--- src/rtl/qai_pkg.sv ---
// Types, widths and constants for the quaternion attitude integrator.
// Every other file of the block but qai_out_if and qai_checker imports this package.
`default_nettype none
package qai_pkg;
    localparam int QUAT_W = 32;              // Q2.30 attitude components
    localparam int QF     = QUAT_W - 2;
    localparam int RATE_W = 32;              // Q8.24 rad/s
    localparam int DT_W   = 24;              // Q0.24 s
    localparam int A_W    = RATE_W + DT_W;   // rate * dt, 48 fraction bits
    localparam int P_W    = 42;              // updated component before normalising
    localparam int B_W    = P_W;             // multiplier operand width
    localparam int PROD_W = A_W + B_W;
    localparam int ACC_W  = 92;
    localparam int SQ_W   = 2 * P_W;
    localparam int LEN_W  = P_W;
    localparam int DIVN_W = P_W + QF;

    localparam logic signed [QUAT_W-1:0] Q_ONE = QUAT_W'(1) << QF;

    typedef enum logic [3:0] {
        ST_IDLE, ST_MUL, ST_MWAIT, ST_SQRT, ST_SWAIT, ST_DIV, ST_DWAIT, ST_OUT
    } t_state;

    typedef enum logic [1:0] {PH_RATE, PH_SUM, PH_SQ, PH_GRAV} t_phase;

    typedef enum logic {OP_INTEGRATE = 1'b0, OP_LOAD = 1'b1} t_op;

    // one product term: first operand index, second operand index, subtract, clears sum
    typedef struct packed {
        logic [1:0] qsel;
        logic [1:0] asel;
        logic       neg;
        logic       first;
    } t_term;

    // increment terms: components w,x,y,z = 0..3, angles x,y,z = 0..2
    function automatic t_term f_sum_term(input logic [1:0] comp, input logic [1:0] k);
        t_term t;
        t = '{qsel: 2'd0, asel: 2'd0, neg: 1'b0, first: (k == 2'd0)};
        case ({comp, k})
            4'b00_00: begin t.qsel = 2'd1; t.asel = 2'd0; t.neg = 1'b1; end
            4'b00_01: begin t.qsel = 2'd2; t.asel = 2'd1; t.neg = 1'b1; end
            4'b00_10: begin t.qsel = 2'd3; t.asel = 2'd2; t.neg = 1'b1; end
            4'b01_00: begin t.qsel = 2'd0; t.asel = 2'd0; end
            4'b01_01: begin t.qsel = 2'd2; t.asel = 2'd2; end
            4'b01_10: begin t.qsel = 2'd3; t.asel = 2'd1; t.neg = 1'b1; end
            4'b10_00: begin t.qsel = 2'd0; t.asel = 2'd1; end
            4'b10_01: begin t.qsel = 2'd1; t.asel = 2'd2; t.neg = 1'b1; end
            4'b10_10: begin t.qsel = 2'd3; t.asel = 2'd0; end
            4'b11_00: begin t.qsel = 2'd0; t.asel = 2'd2; end
            4'b11_01: begin t.qsel = 2'd1; t.asel = 2'd1; end
            4'b11_10: begin t.qsel = 2'd2; t.asel = 2'd0; t.neg = 1'b1; end
            default:  begin t.qsel = 2'd0; t.asel = 2'd0; end
        endcase
        return t;
    endfunction

    // gravity terms: xz - wy, wx + yz, xx + yy
    function automatic t_term f_grav_term(input logic [2:0] k);
        t_term t;
        t = '{qsel: 2'd0, asel: 2'd0, neg: 1'b0, first: ~k[0]};
        case (k)
            3'd0:    begin t.qsel = 2'd1; t.asel = 2'd3; end
            3'd1:    begin t.qsel = 2'd0; t.asel = 2'd2; t.neg = 1'b1; end
            3'd2:    begin t.qsel = 2'd0; t.asel = 2'd1; end
            3'd3:    begin t.qsel = 2'd2; t.asel = 2'd3; end
            3'd4:    begin t.qsel = 2'd1; t.asel = 2'd1; end
            3'd5:    begin t.qsel = 2'd2; t.asel = 2'd2; end
            default: begin t.qsel = 2'd0; t.asel = 2'd0; end
        endcase
        return t;
    endfunction
endpackage
`default_nettype wire

--- src/rtl/qai_sqrt.sv ---
// Digit-by-digit integer square root, one root bit per cycle.
// Depends on qai_pkg.
`default_nettype none
module qai_sqrt import qai_pkg::*; (
    input  wire logic              i_clk,
    input  wire logic              i_rst_n,
    input  wire logic              i_start,
    input  wire logic [SQ_W-1:0]   i_rad,
    output logic                   o_done,
    output logic [LEN_W-1:0]       o_root
);
    localparam int RW = LEN_W + 4;
    localparam int CW = $clog2(LEN_W);
    localparam logic [CW-1:0] LAST = CW'(LEN_W - 1);

    logic [SQ_W-1:0]  r_rad, n_rad;
    logic [RW-1:0]    r_rem, n_rem;
    logic [LEN_W-1:0] r_root, n_root;
    logic [CW-1:0]    r_cnt, n_cnt;
    logic             r_busy, n_busy;
    logic             r_done, n_done;
    logic [RW-1:0]    t_val;
    logic [RW-1:0]    trial;

    always_comb begin
        n_rad  = r_rad;
        n_rem  = r_rem;
        n_root = r_root;
        n_cnt  = r_cnt;
        n_busy = r_busy;
        n_done = 1'b0;
        t_val  = {r_rem[RW-3:0], r_rad[SQ_W-1 -: 2]};
        trial  = {2'b00, r_root, 2'b01};
        if (i_start) begin
            n_rad  = i_rad;
            n_rem  = '0;
            n_root = '0;
            n_cnt  = '0;
            n_busy = 1'b1;
        end else if (r_busy) begin
            n_rad = {r_rad[SQ_W-3:0], 2'b00};
            if (t_val >= trial) begin
                n_rem  = t_val - trial;
                n_root = {r_root[LEN_W-2:0], 1'b1};
            end else begin
                n_rem  = t_val;
                n_root = {r_root[LEN_W-2:0], 1'b0};
            end
            n_cnt = r_cnt + 1'b1;
            if (r_cnt == LAST) begin
                n_busy = 1'b0;
                n_done = 1'b1;
            end
        end
    end

    always_ff @(posedge i_clk) begin
        r_rad  <= n_rad;
        r_rem  <= n_rem;
        r_root <= n_root;
        r_cnt  <= n_cnt;
        if (!i_rst_n) begin
            r_busy <= 1'b0;
            r_done <= 1'b0;
        end else begin
            r_busy <= n_busy;
            r_done <= n_done;
        end
    end

    assign o_done = r_done;
    assign o_root = r_root;
endmodule
`default_nettype wire

--- config.mk ---
export PLATFORM = sky130hd
export DESIGN_NAME = qai_sqrt
export DESIGN_NICKNAME = d
export VERILOG_FILES = /design/src/rtl/qai_pkg.sv /design/src/rtl/qai_sqrt.sv
export SDC_FILE = /design/constraint.sdc
export NUM_CORES = 1
export LEC_CHECK = 0
export BUFFER_PORTS_ARGS = -buffer_cell sky130_fd_sc_hd__buf_4
export CAP_MARGIN = 20
export CORE_AREA = 5 5 129 131
export CTS_BUF_LIST = sky130_fd_sc_hd__clkbuf_2
export CTS_CLUSTER_DIAMETER = 150
export CTS_CLUSTER_SIZE = 12
export DETAILED_ROUTE_END_ITERATION = 8
export DIE_AREA = 0 0 134 136
export PLACE_DENSITY = 0.88
export SLEW_MARGIN = 20
export SYNTH_ARGS = -nofsm -noshare
export SYNTH_HDL_FRONTEND = slang
export SYNTH_SLANG_ARGS = --single-unit
--- constraint.sdc ---
create_clock -name i_clk -period 6.85 [get_ports i_clk]
set_input_delay 0.3425 -clock i_clk [delete_from_list [all_inputs] [get_ports i_clk]]
set_output_delay 0.3425 -clock i_clk [all_outputs]
set_load 0.05 [all_outputs]
==> results.md <==
* DRT iter0 DRCs at 793
* Hold Crit Class: in -> reg
* Core ar. at 15500 um2
* Worst-case headroom to the max-slew limit at 26.3%
* DR WL/cell at 19.6 um
* Vias per cell at 6.02
* Routed wire length at 26600 um
* DRT Pass-1 Iters at 7
* Number of synthesized register bits at 178
* Post-CTS Setup Bufs at 0
* Most numerous cell in the Yosys netlist: nor2_1
* Worst Hold Endpoint: o_root[5]
* Fill cells at 959
* Antenna violations before repair at 2
* CTS H-tree depth at 4
* Reg-to-reg startpoint: o_root[2]
* Layout Nets at 1281
* DRC at 0
* ANT nets after route at 0
* Initial core utilization at 63.3%
* Crit Path Max Fanout at 31
* CTS tree: built
* Post-synthesis sequential area ratio at 44.9%
* Top cells by count, synth: nor2_1, dfxtp_1, nand2_1
* Crit Path Category: reg -> reg
* Chip height at 136 um
* Fmax at 253 MHz
* Yosys cell types at 67
* Flop2flop setup slack at 2890 ps
* Crit end category: register
* R2R depth at 12
* I/O Buffers at 129
* Power Dens Cells at 370 nW/um2
* Grt ovf at 0
* Hold slack at 96.0 ps
* Largest net degree at the start of global routing at 104
* P_leak at 4.83 nW
* Synth area leaders: edfxtp_1, dfxtp_1, mux2_2, ha_1, mux2i_1
* Outcome: complete, no violations
* Setup repair after global routing missed its margin: false
* Fin crit share at 57.8%
* Setup violators final at 0
* Worst hold start: i_start
* Final setup skew at 74.8 ps
* Rows at 46
* Post-Syn Instances at 965
* Layout area overhead at 21.2%
* Syn_nets at 1098
* CTS Sinks at 178
* Layout cell share with drive strength beyond 1 at 23.8%
* Post-layout instance area at 11900 um2
* Worst Setup Start Kind: register
* Die area at 18200 um2
* Clock slew at reported path FFs at 350 ps
* Post-synthesis async set-or-reset flop share at 0%
* Minimum clock period at 3960 ps
* Syn Std Cell Area at 9800 um2
* Cell taking the most area after synthesis: edfxtp_1
* Overall Global Routing Usage at 29.6%
* Peak supply drop at 0.000281 V
* CTS resizes at 0
* Slew Limit Fails at 0
* First-pass GRT wire length at 42400 um
* Vias at 8162
* Top-Level Pins at 130
* Vias in the first global route at 8072
* CP arrival at 4660 ps
* CTS Buf Count at 17
* Maxcap violations at 0
* Worst-margin pin slew at 1100 ps
* DP HPWL at 15100 um
* Setup TNS at 0 ps
* Yosys warns at 0
* FF-to-FF End: r_rem[8]
* Top cell type's share of synthesized area at 25.7%
* Dpl cell area at 10800 um2
* Clk_lat worst skew at 860 ps
* Main flop type after synthesis: dfxtp_1
* Syn Area/Cell at 10.2 um2
* WP data required at 7550 ps
* Root buffer cell: clkbuf_2
* Clock Tree Buf Depth at 2
* Fin. Hold Viols at 0
* Placer Congestion at 0.946
* Number of synthesized flops with an enable pin at 84
* Die Wd at 134 um
* Worst hold stages at 2
[repair_timing]
item	in CTS	in global routing
endpoints found under the setup margin	0	0
hold endpoints to repair	86	0
hold buffers	85	0
[metal layers]
metal / part of all wire [%] / global-route usage, % / vias to the layer above
met5: 0 / 0 / -
met4: 4.1 / 12.9 / 0
met3: 7.3 / 6.70 / 80
met2: 51 / 52.2 / 382
met1: 38 / 34.6 / 3851
li1: - / - / 3849
[critical path, stage by stage (launching register included)]
cell and delay, ps:
dfxtp_1 470, inv_1 60, ha_1 380, a21o_1 200, a21oi_1 200, a21o_1 250, a41oi_4 170, a21oi_2 300
o21bai_4 130, a22oi_2 660, buf_4 460, nand2_1 160, a311oi_1 360
[per-stage QoR]
step / util, % / cells / worst slack (ps) / total power, mW
2_1_floorplan: - / 965 / 3780 / 3.35
3_3_place_gp: 69.7 / 1236 / 3260 / 3.68
3_5_place_dp: 69.7 / 1236 / 3330 / 3.71
4_1_cts: 76.7 / 1353 / 3180 / 4.30
5_1_grt: 76.7 / 1355 / 2760 / 4.68
6_report: 76.7 / 1355 / 2890 / 4.39
[placed cells by master, fill, tap and decap left out, types with 5 or more instances in the layout]
master	instances
nand3_1	12
ha_1	46
xnor2_1	26
a21o_1	26
a31oi_1	7
dfxtp_1	93
edfxtp_1	84
a32oi_1	6
xor2_1	16
inv_1	52
o21ai_0	30
o21ai_1	6
nor2_1	99
a21oi_1	47
nor3_1	8
buf_4	134
nand4_1	16
nor2b_1	8
nand2b_1	6
a211oi_1	9
o21bai_1	6
and2_1	5
mux2i_1	41
mux2_2	82
or3_1	6
a311oi_1	23
clkbuf_2	18
nand2_1	88
inv_8	5
dlygate4sd3_1	85
[state kept, by name (all words and copies together), names as in the netlist]
register / count
o_done: 1
r_busy: 1
r_cnt: 6
r_rad: 84
r_rem: 44
o_root: 42
[cells by family (layout without fill, tap and decap cells)]
logic type	Yosys count	count (layout)	synth area share, %
AO/OA/AOI/OAI	207	207	15.3
flip-flops	178	178	44.9
XOR/XNOR	42	42	3.75
AND/OR/NAND/NOR	260	260	11.7
adder cells (fa/ha/maj)	46	46	5.87
other	0	2	0
multiplexers	123	123	13.6
buffers and inverters	109	305	4.80
[worst max path at each step]
stage / startpoint / to / slack [ps] / depth (start not counted)
floorplan: o_root[7] / r_rem[28] / 3780 / 13
global placement: r_rad[82] / r_rem[32] / 3260 / 11
detailed placement: o_root[2] / r_rem[9] / 3330 / 13
CTS: o_root[2] / r_rem[10] / 3180 / 12
global route: o_root[2] / r_rem[8] / 2760 / 12
finish: o_root[2] / r_rem[8] / 2890 / 12
[power breakdown]
group / internal [mW] / leakage, nW / switching, mW / total [mW]
Combinational: 0.997 / 3.07 / 1.48 / 2.48
Sequential: 1.26 / 1.61 / 0.103 / 1.37
Clock: 0.118 / 0.140 / 0.432 / 0.550
[area by class of cell]
class | count | area (um2) | share of cell area, %
diodes | 2 | 5.00 | 0.0421
well taps | 192 | 240 | 2.02
repair buffers | 220 | 1870 | 15.7
flip-flops and latches | 178 | 4410 | 37.1
clock inverters | 14 | 136 | 1.15
clock buffers | 18 | 90.1 | 0.759
inverters | 53 | 200 | 1.69
multi-input cells | 678 | 4930 | 41.5
No activity file was read; power rests on OpenSTA's default activity.
