--- src/rtl/qai_pkg.sv ---
// Types, widths and constants for the quaternion attitude integrator.
// Every other file of the block but qai_out_if and qai_checker imports this package.
`default_nettype none
package qai_pkg;
    localparam int QUAT_W = 32;              // Q2.30 attitude components
    localparam int QF     = QUAT_W - 2;
    localparam int RATE_W = 32;              // Q8.24 rad/s
    localparam int DT_W   = 24;              // Q0.24 s
    localparam int A_W    = RATE_W + DT_W;   // rate * dt, 48 fraction bits
    localparam int P_W    = 42;              // updated component before normalising
    localparam int B_W    = P_W;             // multiplier operand width
    localparam int PROD_W = A_W + B_W;
    localparam int ACC_W  = 92;
    localparam int SQ_W   = 2 * P_W;
    localparam int LEN_W  = P_W;
    localparam int DIVN_W = P_W + QF;

    localparam logic signed [QUAT_W-1:0] Q_ONE = QUAT_W'(1) << QF;

    typedef enum logic [3:0] {
        ST_IDLE, ST_MUL, ST_MWAIT, ST_SQRT, ST_SWAIT, ST_DIV, ST_DWAIT, ST_OUT
    } t_state;

    typedef enum logic [1:0] {PH_RATE, PH_SUM, PH_SQ, PH_GRAV} t_phase;

    typedef enum logic {OP_INTEGRATE = 1'b0, OP_LOAD = 1'b1} t_op;

    // one product term: first operand index, second operand index, subtract, clears sum
    typedef struct packed {
        logic [1:0] qsel;
        logic [1:0] asel;
        logic       neg;
        logic       first;
    } t_term;

    // increment terms: components w,x,y,z = 0..3, angles x,y,z = 0..2
    function automatic t_term f_sum_term(input logic [1:0] comp, input logic [1:0] k);
        t_term t;
        t = '{qsel: 2'd0, asel: 2'd0, neg: 1'b0, first: (k == 2'd0)};
        case ({comp, k})
            4'b00_00: begin t.qsel = 2'd1; t.asel = 2'd0; t.neg = 1'b1; end
            4'b00_01: begin t.qsel = 2'd2; t.asel = 2'd1; t.neg = 1'b1; end
            4'b00_10: begin t.qsel = 2'd3; t.asel = 2'd2; t.neg = 1'b1; end
            4'b01_00: begin t.qsel = 2'd0; t.asel = 2'd0; end
            4'b01_01: begin t.qsel = 2'd2; t.asel = 2'd2; end
            4'b01_10: begin t.qsel = 2'd3; t.asel = 2'd1; t.neg = 1'b1; end
            4'b10_00: begin t.qsel = 2'd0; t.asel = 2'd1; end
            4'b10_01: begin t.qsel = 2'd1; t.asel = 2'd2; t.neg = 1'b1; end
            4'b10_10: begin t.qsel = 2'd3; t.asel = 2'd0; end
            4'b11_00: begin t.qsel = 2'd0; t.asel = 2'd2; end
            4'b11_01: begin t.qsel = 2'd1; t.asel = 2'd1; end
            4'b11_10: begin t.qsel = 2'd2; t.asel = 2'd0; t.neg = 1'b1; end
            default:  begin t.qsel = 2'd0; t.asel = 2'd0; end
        endcase
        return t;
    endfunction

    // gravity terms: xz - wy, wx + yz, xx + yy
    function automatic t_term f_grav_term(input logic [2:0] k);
        t_term t;
        t = '{qsel: 2'd0, asel: 2'd0, neg: 1'b0, first: ~k[0]};
        case (k)
            3'd0:    begin t.qsel = 2'd1; t.asel = 2'd3; end
            3'd1:    begin t.qsel = 2'd0; t.asel = 2'd2; t.neg = 1'b1; end
            3'd2:    begin t.qsel = 2'd0; t.asel = 2'd1; end
            3'd3:    begin t.qsel = 2'd2; t.asel = 2'd3; end
            3'd4:    begin t.qsel = 2'd1; t.asel = 2'd1; end
            3'd5:    begin t.qsel = 2'd2; t.asel = 2'd2; end
            default: begin t.qsel = 2'd0; t.asel = 2'd0; end
        endcase
        return t;
    endfunction
endpackage
`default_nettype wire

--- src/rtl/qai_mul.sv ---
// Bit-serial signed multiplier, one multiplier bit per cycle (shift-add).
// Depends on qai_pkg.
`default_nettype none
module qai_mul import qai_pkg::*; (
    input  wire logic                     i_clk,
    input  wire logic                     i_rst_n,
    input  wire logic                     i_start,
    input  wire logic signed [A_W-1:0]    i_a,
    input  wire logic signed [B_W-1:0]    i_b,
    output logic                          o_done,
    output logic signed [PROD_W-1:0]      o_prod
);
    localparam int CW = $clog2(B_W);
    localparam logic [CW-1:0] LAST = CW'(B_W - 1);

    logic [A_W-1:0]    r_ma, n_ma;
    logic [PROD_W:0]   r_p, n_p;        // {partial sum, remaining multiplier bits}
    logic              r_neg, n_neg;
    logic [CW-1:0]     r_cnt, n_cnt;
    logic              r_busy, n_busy;
    logic              r_done, n_done;
    logic [A_W:0]      hi_sum;

    always_comb begin
        n_ma   = r_ma;
        n_p    = r_p;
        n_neg  = r_neg;
        n_cnt  = r_cnt;
        n_busy = r_busy;
        n_done = 1'b0;
        hi_sum = r_p[PROD_W:B_W] + (r_p[0] ? {1'b0, r_ma} : '0);
        if (i_start) begin
            n_ma   = i_a[A_W-1] ? A_W'(-i_a) : A_W'(i_a);
            n_p    = {(A_W + 1)'(0), (i_b[B_W-1] ? B_W'(-i_b) : B_W'(i_b))};
            n_neg  = i_a[A_W-1] ^ i_b[B_W-1];
            n_cnt  = '0;
            n_busy = 1'b1;
        end else if (r_busy) begin
            n_p   = {1'b0, hi_sum, r_p[B_W-1:1]};
            n_cnt = r_cnt + 1'b1;
            if (r_cnt == LAST) begin
                n_busy = 1'b0;
                n_done = 1'b1;
            end
        end
    end

    always_ff @(posedge i_clk) begin
        r_ma  <= n_ma;
        r_p   <= n_p;
        r_neg <= n_neg;
        r_cnt <= n_cnt;
        if (!i_rst_n) begin
            r_busy <= 1'b0;
            r_done <= 1'b0;
        end else begin
            r_busy <= n_busy;
            r_done <= n_done;
        end
    end

    assign o_done = r_done;
    assign o_prod = r_neg ? -$signed(r_p[PROD_W-1:0]) : $signed(r_p[PROD_W-1:0]);
endmodule
`default_nettype wire

--- config.mk ---
export PLATFORM = sky130hd
export DESIGN_NAME = qai_mul
export DESIGN_NICKNAME = d
export VERILOG_FILES = /design/src/rtl/qai_pkg.sv /design/src/rtl/qai_mul.sv
export SDC_FILE = /design/constraint.sdc
export NUM_CORES = 1
export LEC_CHECK = 0
export BUFFER_PORTS_ARGS = -buffer_cell sky130_fd_sc_hd__buf_2
export CAP_MARGIN = 25
export CORE_MARGIN = 2
export CORE_UTILIZATION = 45
export CTS_BUF_LIST = sky130_fd_sc_hd__clkbuf_16
export CTS_CLUSTER_SIZE = 12
export DETAILED_ROUTE_END_ITERATION = 10
export HOLD_SLACK_MARGIN = 0.15
export PLACE_DENSITY = 0.65
export SLEW_MARGIN = 20
export SYNTH_ARGS = -nofsm -noshare
export SYNTH_HDL_FRONTEND = slang
export SYNTH_SLANG_ARGS = --single-unit
--- constraint.sdc ---
create_clock -name i_clk -period 4.7 [get_ports i_clk]
set_input_delay 0.94 -clock i_clk [delete_from_list [all_inputs] [get_ports i_clk]]
set_output_delay 0.94 -clock i_clk [all_outputs]
set_load 0.005 [all_outputs]
==> summary.txt <==
Synthesis
  – Commonest cells in the synthesized netlist: 183 x xnor2_1, 150 x nand2_1, 123 x o21ai_0
  – Yosys top cell by area: edfxtp_1
  – Synthesized instance count: 1557
  – Synthesized area: 13300 um2
  – Post-Syn Area per Cell: 8.55 um2
  – Top cells by area, synth: edfxtp_1 22%, xnor2_1 12%, dfxtp_1 9.6%, ha_1 5.7%, o21ai_0 4.6%
  – Register bit count reported by yosys: 163
  – Synth unique cells: 73
  – Post-synth EDFFs: 99
  – Register area share after synthesis: 0.320
  – Post-synth top flop: edfxtp_1
  – Top cell type's share of synthesized area: 0.223
  – Post-synth ARST share: 0
  – Mapped Nets: 1720
  – Ys Warns: 0
  – Most frequent cell after synthesis: xnor2_1

Place
  – IO buf count: 199
  – Placed cell areas: 14700 um2
  – Hpwl dp: 30.7 mm
  – Final Wtd Congestion: 0.966

Critical path
  – WP data arrival: 3.70 ns
  – Crit. End Element: primary output
  – Reg2Reg Depth: 13
  – Worst Path Required: 3.76 ns
  – FF-to-FF Start: r_p[0]
  – Critical Path Fanout Max: 6
  – WS Path Type: register to primary output
  – CP Launch Type: register
  – Critical Path Source: r_p[21]

CTS
  – CTS tree: done
  – Sink Count: 163
  – Worst-path clk slew: 0.07 ns
  – CTS root buf: clkbuf_16
  – CTS Buffer Depth: 2
  – H-tree levels: 4
  – TritonCTS Buffers: 17
  – Worst-Skew Late Latency: 0.44 ns
  – Post-CTS Hold Fix Bufs: 0

Final layout
  – Fin area: 15400 um2
  – Multi-input logic area: 8770 um2
  – Area Growth Syn to Fin: 15.9%
  – Reg area: 4260 um2
  – Fin nets: 1894
  – Final core utilization: 0.533
  – Filler cell count: 2754
  – N_diodes: 0
  – Fraction of layout cells with a size suffix above 1: 0.173

Global routing
  – First-pass GRT wire length: 60.4 mm
  – Remaining global-route overflow: 0
  – Busiest grt layer: met1
  – Grt met3 use: 0.0334
  – Largest net degree at the start of global routing: 67
  – Met1 Track Usage GR: 0.370
  – Global Route Usage Sum: 0.245
  – Antenna violations before repair: 0
  – Vias in the first global route: 11168
  – Met2 usage: 0.361

Worst hold path
  – Hold Crit Class: register to register
  – Hold_sp: r_cnt[5]
  – WHS Path Cells: 2

Die
  – IO Count: 200
  – Die Wd: 176 um
  – Num rows: 62
  – Core ar.: 28900 um2
  – Die height: 176 um
  – DIE AREA: 31000 um2
  – Initial Util: 0.460

STA
  – Tmin final: 4.64 ns
  – Final setup vio count: 0
  – Fmax: 215 MHz
  – Final Cycle Share: 0.988
  – Final TNS setup: 0 ns
  – Pins over their slew limit: 0
  – Clk_skew: 0.0115 ns
  – Final Hold Viols: 0
  – Actual slew at the worst max-slew pin: 0.990 ns
  – Slew HR: 0.340
  – RSZ-0062 raised after global routing: true

Job
  – Max Cap Viol: 0

Drt
  – Wire per inst: 18.1 um
  – 1st-iter DRT viols: 1106
  – Final WL: 38.4 mm
  – DRC: 0
  – Vias per cell: 5.72
  – Pre-Repair DR Iteration Count: 5
  – Routed vias: 12175
  – Antenna Nets Post-Route: 0

Power
  – Peak supply drop: 0.253 mV
  – Pwr/cell area: 309 nW/um2
  – Static leakage: 5.89 nW

Outcome
  – Status: completed
-- through the flow --
step | setup WS, ns | std cells | hold WS [ns] | total power [mW]
3_3_place_gp | 0.467 | 2092 | 0.464 | 3.31
3_5_place_dp | 0.367 | 2092 | 0.467 | 3.32
4_1_cts | 0.00690 | 2125 | 0.479 | 4.78
2_1_floorplan | 0.794 | 1557 | 0.441 | 2.76
6_report | 0.0556 | 2128 | 0.474 | 4.77
5_1_grt | -0.0639 | 2128 | 0.524 | 5.03
-- repair_timing --
| item | 4_1_cts | 5_1_grt |
|---|---|---|
| buffers inserted | 1 | 3 |
| setup endpoints to repair | 7 | 10 |
| resized for setup | 7 | 8 |
-- power breakdown --
| part | switching (mW) | total (mW) | internal, mW |
|---|---|---|---|
| logic | 0.848 | 1.49 | 0.637 |
| registers | 0.160 | 1.84 | 1.68 |
| clock network | 0.613 | 1.45 | 0.832 |
-- cells by family after synthesis --
family	Yosys count	synth area share
AOI/OAI and AO/OA	419	0.198
xor gates and xnor gates	242	0.159
adders and majority gates	62	0.0588
buffers and inverters	95	0.0271
DFF	163	0.320
muxes	37	0.0288
and+or+nand+nor	539	0.208
-- routing by layer --
metal	share of wire	up-vias
met4	0.024	0
met3	0.067	54
met1	0.49	5654
met5	0	-
li1	-	6049
met2	0.42	418
-- layout by cell type, fill, tap and decap left out, types with 4 or more instances in the layout --
cell	Yosys	routed
a211oi_1	9	9
nand2b_1	12	12
nor3_1	25	22
a21oi_1	111	111
nand2_1	150	150
o22ai_1	4	4
dfxtp_1	64	63
ha_1	61	61
a31oi_1	10	10
and2_1	59	59
and3_1	4	4
a21boi_0	4	4
a21o_1	19	19
nor2b_1	11	11
o21bai_1	14	14
nand4_1	24	24
o41ai_1	26	26
nor2_1	122	121
o211ai_1	12	12
nand3_1	22	21
or4_1	19	18
nor4_1	12	11
mux2_2	10	10
inv_1	28	29
buf_2	0	198
edfxtp_1	99	99
buf_4	1	21
clkbuf_16	0	20
xor2_1	59	59
or3_1	43	43
or4_4	6	7
mux2i_1	27	27
o21ai_0	123	121
or2_2	5	5
o31ai_1	55	54
xnor2_1	183	183
-- layout make-up --
type	count	area share
clock buffer	20	0.0324
clock inverter	12	0.00722
inverter	28	0.00681
multi-input combinational	1299	0.569
sequential	163	0.276
tap	384	0.0311
timing repair buffer	222	0.0778
-- worst paths after layout --
kind                                    to  slack (ns)
worst max register to register     r_p[97]        0.50
worst min-delay path                o_done        0.47
worst max-delay path            o_prod[71]        0.06
worst min register to register      o_done        0.47
-- sequential cells by signal, indices dropped and copies added, names as in the netlist --
signal  flops
r_neg       1
r_p        98
o_done      1
r_cnt       6
r_busy      1
r_ma       56
-- critical path: stages, from the launching register on --
cell	delay, ns
edfxtp_1	0.44
or4_4	0.58
nor4_4	0.16
or3b_4	0.44
or2_2	0.39
nor2_4	0.15
nand3_2	0.14
or3_1	0.38
o31ai_2	0.21
xnor2_1	0.21
buf_2	0.17
(Power assumes the default switching activity.)
