**src/rtl/qai_pkg.sv**
```systemverilog
// Types, widths and constants for the quaternion attitude integrator.
// Every other file of the block but qai_out_if and qai_checker imports this package.
`default_nettype none
package qai_pkg;
    localparam int QUAT_W = 32;              // Q2.30 attitude components
    localparam int QF     = QUAT_W - 2;
    localparam int RATE_W = 32;              // Q8.24 rad/s
    localparam int DT_W   = 24;              // Q0.24 s
    localparam int A_W    = RATE_W + DT_W;   // rate * dt, 48 fraction bits
    localparam int P_W    = 42;              // updated component before normalising
    localparam int B_W    = P_W;             // multiplier operand width
    localparam int PROD_W = A_W + B_W;
    localparam int ACC_W  = 92;
    localparam int SQ_W   = 2 * P_W;
    localparam int LEN_W  = P_W;
    localparam int DIVN_W = P_W + QF;

    localparam logic signed [QUAT_W-1:0] Q_ONE = QUAT_W'(1) << QF;

    typedef enum logic [3:0] {
        ST_IDLE, ST_MUL, ST_MWAIT, ST_SQRT, ST_SWAIT, ST_DIV, ST_DWAIT, ST_OUT
    } t_state;

    typedef enum logic [1:0] {PH_RATE, PH_SUM, PH_SQ, PH_GRAV} t_phase;

    typedef enum logic {OP_INTEGRATE = 1'b0, OP_LOAD = 1'b1} t_op;

    // one product term: first operand index, second operand index, subtract, clears sum
    typedef struct packed {
        logic [1:0] qsel;
        logic [1:0] asel;
        logic       neg;
        logic       first;
    } t_term;

    // increment terms: components w,x,y,z = 0..3, angles x,y,z = 0..2
    function automatic t_term f_sum_term(input logic [1:0] comp, input logic [1:0] k);
        t_term t;
        t = '{qsel: 2'd0, asel: 2'd0, neg: 1'b0, first: (k == 2'd0)};
        case ({comp, k})
            4'b00_00: begin t.qsel = 2'd1; t.asel = 2'd0; t.neg = 1'b1; end
            4'b00_01: begin t.qsel = 2'd2; t.asel = 2'd1; t.neg = 1'b1; end
            4'b00_10: begin t.qsel = 2'd3; t.asel = 2'd2; t.neg = 1'b1; end
            4'b01_00: begin t.qsel = 2'd0; t.asel = 2'd0; end
            4'b01_01: begin t.qsel = 2'd2; t.asel = 2'd2; end
            4'b01_10: begin t.qsel = 2'd3; t.asel = 2'd1; t.neg = 1'b1; end
            4'b10_00: begin t.qsel = 2'd0; t.asel = 2'd1; end
            4'b10_01: begin t.qsel = 2'd1; t.asel = 2'd2; t.neg = 1'b1; end
            4'b10_10: begin t.qsel = 2'd3; t.asel = 2'd0; end
            4'b11_00: begin t.qsel = 2'd0; t.asel = 2'd2; end
            4'b11_01: begin t.qsel = 2'd1; t.asel = 2'd1; end
            4'b11_10: begin t.qsel = 2'd2; t.asel = 2'd0; t.neg = 1'b1; end
            default:  begin t.qsel = 2'd0; t.asel = 2'd0; end
        endcase
        return t;
    endfunction

    // gravity terms: xz - wy, wx + yz, xx + yy
    function automatic t_term f_grav_term(input logic [2:0] k);
        t_term t;
        t = '{qsel: 2'd0, asel: 2'd0, neg: 1'b0, first: ~k[0]};
        case (k)
            3'd0:    begin t.qsel = 2'd1; t.asel = 2'd3; end
            3'd1:    begin t.qsel = 2'd0; t.asel = 2'd2; t.neg = 1'b1; end
            3'd2:    begin t.qsel = 2'd0; t.asel = 2'd1; end
            3'd3:    begin t.qsel = 2'd2; t.asel = 2'd3; end
            3'd4:    begin t.qsel = 2'd1; t.asel = 2'd1; end
            3'd5:    begin t.qsel = 2'd2; t.asel = 2'd2; end
            default: begin t.qsel = 2'd0; t.asel = 2'd0; end
        endcase
        return t;
    endfunction
endpackage
`default_nettype wire

```
**src/rtl/qai_div.sv**
```systemverilog
// Restoring divider, one quotient bit per cycle: round(p * 2^QF / len),
// ties away from zero, saturated to the attitude width. Depends on qai_pkg.
`default_nettype none
module qai_div import qai_pkg::*; (
    input  wire logic                     i_clk,
    input  wire logic                     i_rst_n,
    input  wire logic                     i_start,
    input  wire logic signed [P_W-1:0]    i_p,
    input  wire logic [LEN_W-1:0]         i_len,
    output logic                          o_done,
    output logic signed [QUAT_W-1:0]      o_quot
);
    localparam int CW = $clog2(DIVN_W);
    localparam logic [CW-1:0] LAST = CW'(DIVN_W - 1);
    localparam logic [DIVN_W:0] MAXPOS = (DIVN_W + 1)'(1) << (QUAT_W - 1);

    logic [DIVN_W-1:0] r_num, n_num;
    logic [DIVN_W-1:0] r_q, n_q;
    logic [LEN_W-1:0]  r_rem, n_rem;
    logic [LEN_W-1:0]  r_len, n_len;
    logic              r_neg, n_neg;
    logic [CW-1:0]     r_cnt, n_cnt;
    logic              r_busy, n_busy;
    logic              r_done, n_done;
    logic [LEN_W:0]    t_val;
    logic              rnd;
    logic [DIVN_W:0]   mag;

    always_comb begin
        n_num  = r_num;
        n_q    = r_q;
        n_rem  = r_rem;
        n_len  = r_len;
        n_neg  = r_neg;
        n_cnt  = r_cnt;
        n_busy = r_busy;
        n_done = 1'b0;
        t_val  = {r_rem, r_num[DIVN_W-1]};
        if (i_start) begin
            n_num  = {(i_p[P_W-1] ? P_W'(-i_p) : P_W'(i_p)), QF'(0)};
            n_q    = '0;
            n_rem  = '0;
            n_len  = i_len;
            n_neg  = i_p[P_W-1];
            n_cnt  = '0;
            n_busy = 1'b1;
        end else if (r_busy) begin
            n_num = {r_num[DIVN_W-2:0], 1'b0};
            if (t_val >= {1'b0, r_len}) begin
                n_rem = LEN_W'(t_val - {1'b0, r_len});
                n_q   = {r_q[DIVN_W-2:0], 1'b1};
            end else begin
                n_rem = t_val[LEN_W-1:0];
                n_q   = {r_q[DIVN_W-2:0], 1'b0};
            end
            n_cnt = r_cnt + 1'b1;
            if (r_cnt == LAST) begin
                n_busy = 1'b0;
                n_done = 1'b1;
            end
        end
    end

    always_comb begin
        rnd = {r_rem, 1'b0} >= {1'b0, r_len};
        mag = {1'b0, r_q} + (DIVN_W + 1)'(rnd);
        if (!r_neg) begin
            o_quot = (mag >= MAXPOS) ? {1'b0, {(QUAT_W-1){1'b1}}} : QUAT_W'(mag);
        end else begin
            o_quot = (mag > MAXPOS) ? {1'b1, {(QUAT_W-1){1'b0}}} : -QUAT_W'(mag);
        end
    end

    always_ff @(posedge i_clk) begin
        r_num <= n_num;
        r_q   <= n_q;
        r_rem <= n_rem;
        r_len <= n_len;
        r_neg <= n_neg;
        r_cnt <= n_cnt;
        if (!i_rst_n) begin
            r_busy <= 1'b0;
            r_done <= 1'b0;
        end else begin
            r_busy <= n_busy;
            r_done <= n_done;
        end
    end

    assign o_done = r_done;
endmodule
`default_nettype wire

```
**config.mk**
```make
export PLATFORM = sky130hd
export DESIGN_NAME = qai_div
export DESIGN_NICKNAME = d
export VERILOG_FILES = /design/src/rtl/qai_pkg.sv /design/src/rtl/qai_div.sv
export SDC_FILE = /design/constraint.sdc
export NUM_CORES = 1
export LEC_CHECK = 0
export ABC_CLOCK_PERIOD_IN_PS = 5500
export BUFFER_PORTS_ARGS = -buffer_cell sky130_fd_sc_hd__clkbuf_2
export CAP_MARGIN = 10
export CORE_MARGIN = 4
export CORE_UTILIZATION = 56
export DETAILED_ROUTE_END_ITERATION = 8
export HOLD_SLACK_MARGIN = 0.06
export PLACE_DENSITY = 0.78
export SLEW_MARGIN = 40
export SYNTH_ARGS = -nofsm -noshare
export SYNTH_HDL_FRONTEND = slang
export SYNTH_SLANG_ARGS = --single-unit
```
**constraint.sdc**
```tcl
create_clock -name i_clk -period 5.5 [get_ports i_clk]
set_input_delay 0.275 -clock i_clk [delete_from_list [all_inputs] [get_ports i_clk]]
set_output_delay 0.275 -clock i_clk [all_outputs]
set_load 0.02 [all_outputs]
```
==> results.ini, run 1 <==
[outcome]
status = complete, but fails checks
violations = setup timing

[logic_synthesis]
synth_seq_cells = 208
ys_warn_count = 0
syn_nets = 1885
synth_edf_count = 85
ys_seq_area_frac = 0.3428
synth_top_cell_by_area = edfxtp_1
synthCells = 1750
yosys-top-cells-area = edfxtp_1, dfxtp_1, mux2i_1, nor2_1, xor2_1
netlist_area_um2 = 14630
ys.flop_type = dfxtp_1
ys_types = 82
synth.avg_cell_area_um2 = 8.360
synth_top_area_frac = 0.1745
synthArstFlopShare = 0

[final_layout]
fin_area_um2 = 18090
nFillCells = 1897
layout_commonest_cell = nor2_1
layout.cells.non_filler = 2256
layout.nets = 2045
n_antenna_cell = 0
drive_gt1_frac = 0.2108
most-common-layout-cells = nor2_1, dfxtp_1, a21oi_1
syn2layout_area_growth_pct = 23.62

[placed_design]
port_buffers = 119
dp_cells = 2127
hpwl_mm = 25.91
post_dp_cell_area_um2 = 15580
routabilityCongestion = 0.9231

[floorplan]
die_h_um = 169.6
start_util = 0.5744
die_w_um = 169.6
num_rows = 58
die_area_um2 = 28780
io_pins = 120
core_um2 = 25470

[timing]
finalCritPeriodShare = 1.049
tightest_slew_ns = 0.8107
setup_violations = 32
period_needed_ns = 5.769
rsz0062_at_grt = yes
skew_ns = 0.02241
timing.slew.headroom = 0.4549
final_max_slew_viol_count = 0
finalHoldViolations = 0
max_freq_mhz = 173.3
finalWorstSetupSlack_ns = -0.2694

[min_path]
hold_depth = 2
hp-class = in -> reg
worstHoldStart = i_p[0]
hold_end = r_num[30]

[power_and_ir_drop]
max-vdd-ir-drop_v = 0.0002890
p_per_area_nw_per_um2 = 262.3
p_leak_nw = 7.362
power_mw = 4.745

[detailed_routing]
vias_per_cell = 6.182
detail_route.first_pass.iterations = 6
vias = 13950
wl_mm = 39.66
route.met3.wl_mm = 3.059
wl_met2_mm = 18.47
drt_iter0_drc = 1473
drcViolationCount = 0
drt-met1-wl_mm = 17.22
wl_per_cell_um = 17.58
ant_nets = 0
top_layer_used = met4

[critical_path]
cp-start-kind = register
cp.required_ns = 5.22
critPathMostFrequentCell = nand4_1
r2r_cells = 12
reg2reg_from = r_len[1]
cp-end-kind = output pin
critPathMaxStageDelay_ns = 0.39
slowest_stage = ha_2
critPathArrivalTime_ns = 5.49
path_class = reg -> out
worstReg2RegEnd = r_rem[22]
rrSetupSlack_ns = 1.60
critPathMaxFanout = 8

[global_routing]
gr-total-overflow = 0
grt_max_degree = 87
grt_pass1_wl_mm = 63.04
antenna_found_initial = 0
first_global_vias = 12790
track_usage = 0.2559

[clock_tree]
clock_path_buffers = 3
path_clk_slew_ns = 0.06
cts_tree = done
cts_buffers = 23
clk_latency_ns = 0.52
cts.sinks = 208
htree_levels = 1
cts.root.buffer_cell = clkbuf_16

[flow_run]
max_cap_violations = 0

-- stage by stage --
step | setup WS (ns) | utilization | setup TNS (ns) | hold WS (ns)
2_1_floorplan | 0.05978 | - | 0 | 0.3739
3_3_place_gp | 0.1722 | 0.6106 | 0 | 0.4516
3_5_place_dp | -0.03503 | 0.6117 | -0.1262 | 0.4536
4_1_cts | -0.2137 | 0.6814 | -5.046 | 0.1156
5_1_grt | -0.5773 | 0.7100 | -15.72 | 0.1382
6_report | -0.2694 | 0.7100 | -6.250 | 0.1470
-- how the worst max path moves through the flow --
| stage | start | endpoint | slack, ns | depth (start not counted) |
|---|---|---|---|---|
| after detailed placement | r_len[1] | o_quot[4] | -0.04 | 25 |
| final | r_len[34] | o_quot[17] | -0.27 | 26 |
| after CTS | r_len[1] | o_quot[7] | -0.21 | 27 |
| after global routing | r_len[22] | o_quot[17] | -0.58 | 27 |
| after floorplan | r_len[28] | o_quot[6] | 0.06 | 24 |
| after global placement | r_len[34] | o_quot[5] | 0.17 | 22 |
-- sequential cells by signal, indices dropped and copies added (netlist names) --
signal and count:
r_len 42, r_num 42, r_busy 1, o_done 1
r_rem 42, r_q 72, r_neg 1, r_cnt 7
-- cells by family after synthesis --
logic type,after synthesis,share of synthesized area
XOR/XNOR,115,0.06884
flip-flops,208,0.3428
buffers and inverters,193,0.05165
adder cells (fa/ha/maj),48,0.04156
multiplexers,104,0.07235
AO/OA/AOI/OAI,444,0.2017
AND/OR/NAND/NOR,638,0.2212
-- where the power goes --
part / internal, mW / total [mW] / switching, mW
Clock: 1.07 / 1.70 / 0.631
Sequential: 1.71 / 1.77 / 0.0590
Combinational: 0.549 / 1.27 / 0.724
-- worst max-delay path, delay by kind of cell (launching register included) --
family / cells / cell delay, ns
flip-flops: 1 / 0.32
AND/OR/NAND/NOR: 7 / 1.36
buffers and inverters: 9 / 1.27
XOR/XNOR: 1 / 0.18
adder cells (fa/ha/maj): 2 / 0.62
AO/OA/AOI/OAI: 7 / 1.19
-- cell type report --
type | count | area (um^2) | share of cell area
multi-input cells | 1349 | 9534 | 0.5272
flip-flops and latches | 208 | 5019 | 0.2775
repair buffers | 254 | 2008 | 0.1110
clock buffers | 30 | 653.1 | 0.03611
well taps | 330 | 412.9 | 0.02283
inverters | 74 | 277.8 | 0.01536
clock inverters | 11 | 181.4 | 0.01003
-- per-layer routing --
layer  GRT usage  vias up
met5           0        -
met4     0.06615        0
met3     0.03937       86
met2      0.4169      598
met1      0.3577     6542
li1            -     6721
-- synthesized netlist by cell type, drive strengths merged, types with 19 or more instances --
| library cell | n |
|---|---|
| a211oi | 37 |
| a21o | 54 |
| a21oi | 110 |
| a22oi | 19 |
| and3 | 25 |
| buf | 31 |
| clkbuf | 88 |
| dfxtp | 123 |
| edfxtp | 85 |
| ha | 47 |
| inv | 73 |
| mux2i | 90 |
| nand2 | 96 |
| nand3 | 57 |
| nand4 | 48 |
| nor2 | 237 |
| nor3 | 37 |
| nor4 | 25 |
| o21ai | 84 |
| or3 | 27 |
| xnor2 | 46 |
| xor2 | 69 |
-- repair_timing --
action	in CTS	in global routing
resized for setup	77	164
endpoints found under the setup margin	32	32
cloned	4	1
buffers inserted	22	21
hold buffers	43	0
endpoints found under the hold margin	44	0
pin swaps	24	45
Note: power is estimated with default switching activity, not from simulation.
==> inputs of run 2 (changes only) <==
Settings changed: CORE_MARGIN 4 to 2.
==> run 2 against run 1 <==
Effect of this change: the run still ends with setup timing left; wire length is 5.6% lower; hold slack got worse by 0.014 ns; highest routed layer unchanged; count of clock-buffer cells in the layout grew 5; register-to-register slack lost 0.11 ns; clock skew decreased by 0.0066 ns.
==> results.ini, run 2 (synthesis results as in run 1) <==
[final_layout]
n_antenna_cell = 0
drive_gt1_frac = 0.1646
most-common-layout-cells = nor2_1, dfxtp_1, a21oi_1
multi_input_area_um2 = 9180
largest_register_ffs = 72
largest_register = r_q
layout_commonest_cell = nor2_1
syn2layout_area_growth_pct = 18.69
regArea_um2 = 5019
layout.nets = 2007
final_util = 0.6721
nFillCells = 2065

[floorplan]
core_um2 = 25840
die_h_um = 165.6
num_rows = 59
die_w_um = 165.6
die_area_um2 = 27440
io_pins = 120
start_util = 0.5662

[critical_path]
path_class = reg -> out
critPathArrivalTime_ns = 5.66
crit_chain = inv_1 > ha_1 > clkinv_1 > nor2_2 > and3_1 > nand3_1 > o21ai_2 > ha_2 > ha_1 > and4_4 > nand4_1 > buf_4 > nor3_2 > mux2i_1 > o211ai_1 > a2111oi_2 > nand3_2 > nor3_4 > buf_12 > clkbuf_16 > o21a_1 > a2bb2oi_1 > buf_4
cp-start-kind = register
cp.required_ns = 5.22
crit_family = simple AND/OR/NAND/NOR gates
slowest_stage = a2111oi_2
critPathMaxFanout = 16
cp-end-kind = output pin
cp_num_buf_inv = 6
critPathMaxStageDelay_ns = 0.37

[detailed_routing]
wl_per_cell_um = 16.83
drcViolationCount = 0
ant_nets = 0
vias = 13650
vias_per_cell = 6.136
wl_mm = 37.42
detail_route.first_pass.iterations = 6
drt_iter0_drc = 1245

[timing]
tightest_slew_ns = 0.8016
rsz0062_at_grt = yes
timing.slew.headroom = 0.4610
setup_violations = 32
finalCritPeriodShare = 1.079
max_freq_mhz = 168.5
period_needed_ns = 5.936
tns_ns = -10.74
final_max_slew_viol_count = 0
finalHoldViolations = 0
finalWorstSetupSlack_ns = -0.4360
skew_ns = 0.01581

[outcome]
violations = setup timing
status = complete, but fails checks

[min_path]
hp-class = in -> reg

[power_and_ir_drop]
internal-power_mw = 3.222
p_leak_nw = 7.135
p_clk_frac = 0.354
switching_share = 0.2983
power_frac_seq = 0.385
power_frac_comb = 0.261
power_switching_mw = 1.370
p_per_area_nw_per_um2 = 264.4
max-vdd-ir-drop_v = 0.0002588

[global_routing]
gr-total-overflow = 0
track_usage = 0.2557
antenna_found_initial = 0
grt_max_degree = 96
first_global_vias = 12550
grt_pass1_wl_mm = 60.75

[placed_design]
dp_slack_ns = -0.2179
hpwl_mm = 25.49
routabilityCongestion = 0.9314
port_buffers = 119

[clock_tree]
cts.root.buffer_cell = clkbuf_16
cts_buffers = 24
path_clk_slew_ns = 0.06
clk_latency_ns = 0.52
clock_path_buffers = 3
htree_levels = 1
cts.sinks = 208
cts_tree = done

[flow_run]
max_cap_violations = 0

[run 2: metal layers]
layer / global-route usage / up-vias / share of wire
met5: 0 / - / 0
met4: 0.06654 / 0 / 0.021
met3: 0.03369 / 66 / 0.060
met2: 0.4315 / 487 / 0.48
met1: 0.3476 / 6436 / 0.44
li1: - / 6658 / -
[run 2: timing repair]
item	in CTS	in global routing
setup buffers	8	3
hold buffers	43	0
gates resized for setup	52	93
endpoints found under the setup margin	32	32
pin swaps	15	25
cloned	2	2
hold endpoints to repair	44	0
[run 2: worst register-to-register path: cells and delay by family, from the launching register on]
family / cells / cell delay, ns
flops: 1 / 0.47
fa+ha+maj: 2 / 0.65
simple gates: 2 / 0.41
mux: 1 / 0.28
compound gates: 7 / 2.11
[run 2: power by group through the flow]
stage                     clock [mW]  sequential [mW]  combinational, mW
after floorplan                    0             1.78              0.797
after global placement             0             1.79               1.05
after detailed placement           0             1.80               1.07
after CTS                       1.65             1.77               1.14
after global routing            1.71             1.78               1.31
final                           1.63             1.77               1.20
[run 2: worst paths after layout]
path	slack [ns]	endpoint	cells past startpoint	from
max	-0.44	o_quot[6]	23	r_len[35]
min	0.13	r_num[30]	2	i_p[0]
max reg2reg	1.49	r_rem[40]	12	r_len[0]
min reg2reg	0.48	r_q[0]	2	r_q[0]
[run 2: per-stage QoR]
step | hold WS, ns | instances | instance area (um^2) | total power [mW]
finish | 0.1334 | 2224 | 17360 | 4.592
CTS | 0.1140 | 2220 | 17100 | 4.561
global placement | 0.4518 | 2124 | 15510 | 2.846
global route | 0.1531 | 2224 | 17360 | 4.800
detailed placement | 0.4536 | 2124 | 15510 | 2.867
floorplan | 0.3739 | 1750 | 14640 | 2.574
[run 2: cell type report]
type,instances,share of cell area
multi-input combinational,1349,0.5287
sequential,208,0.2890
timing repair buffer,215,0.09511
clock buffer,35,0.04165
tap,335,0.02414
inverter,74,0.01600
clock inverter,8,0.005404
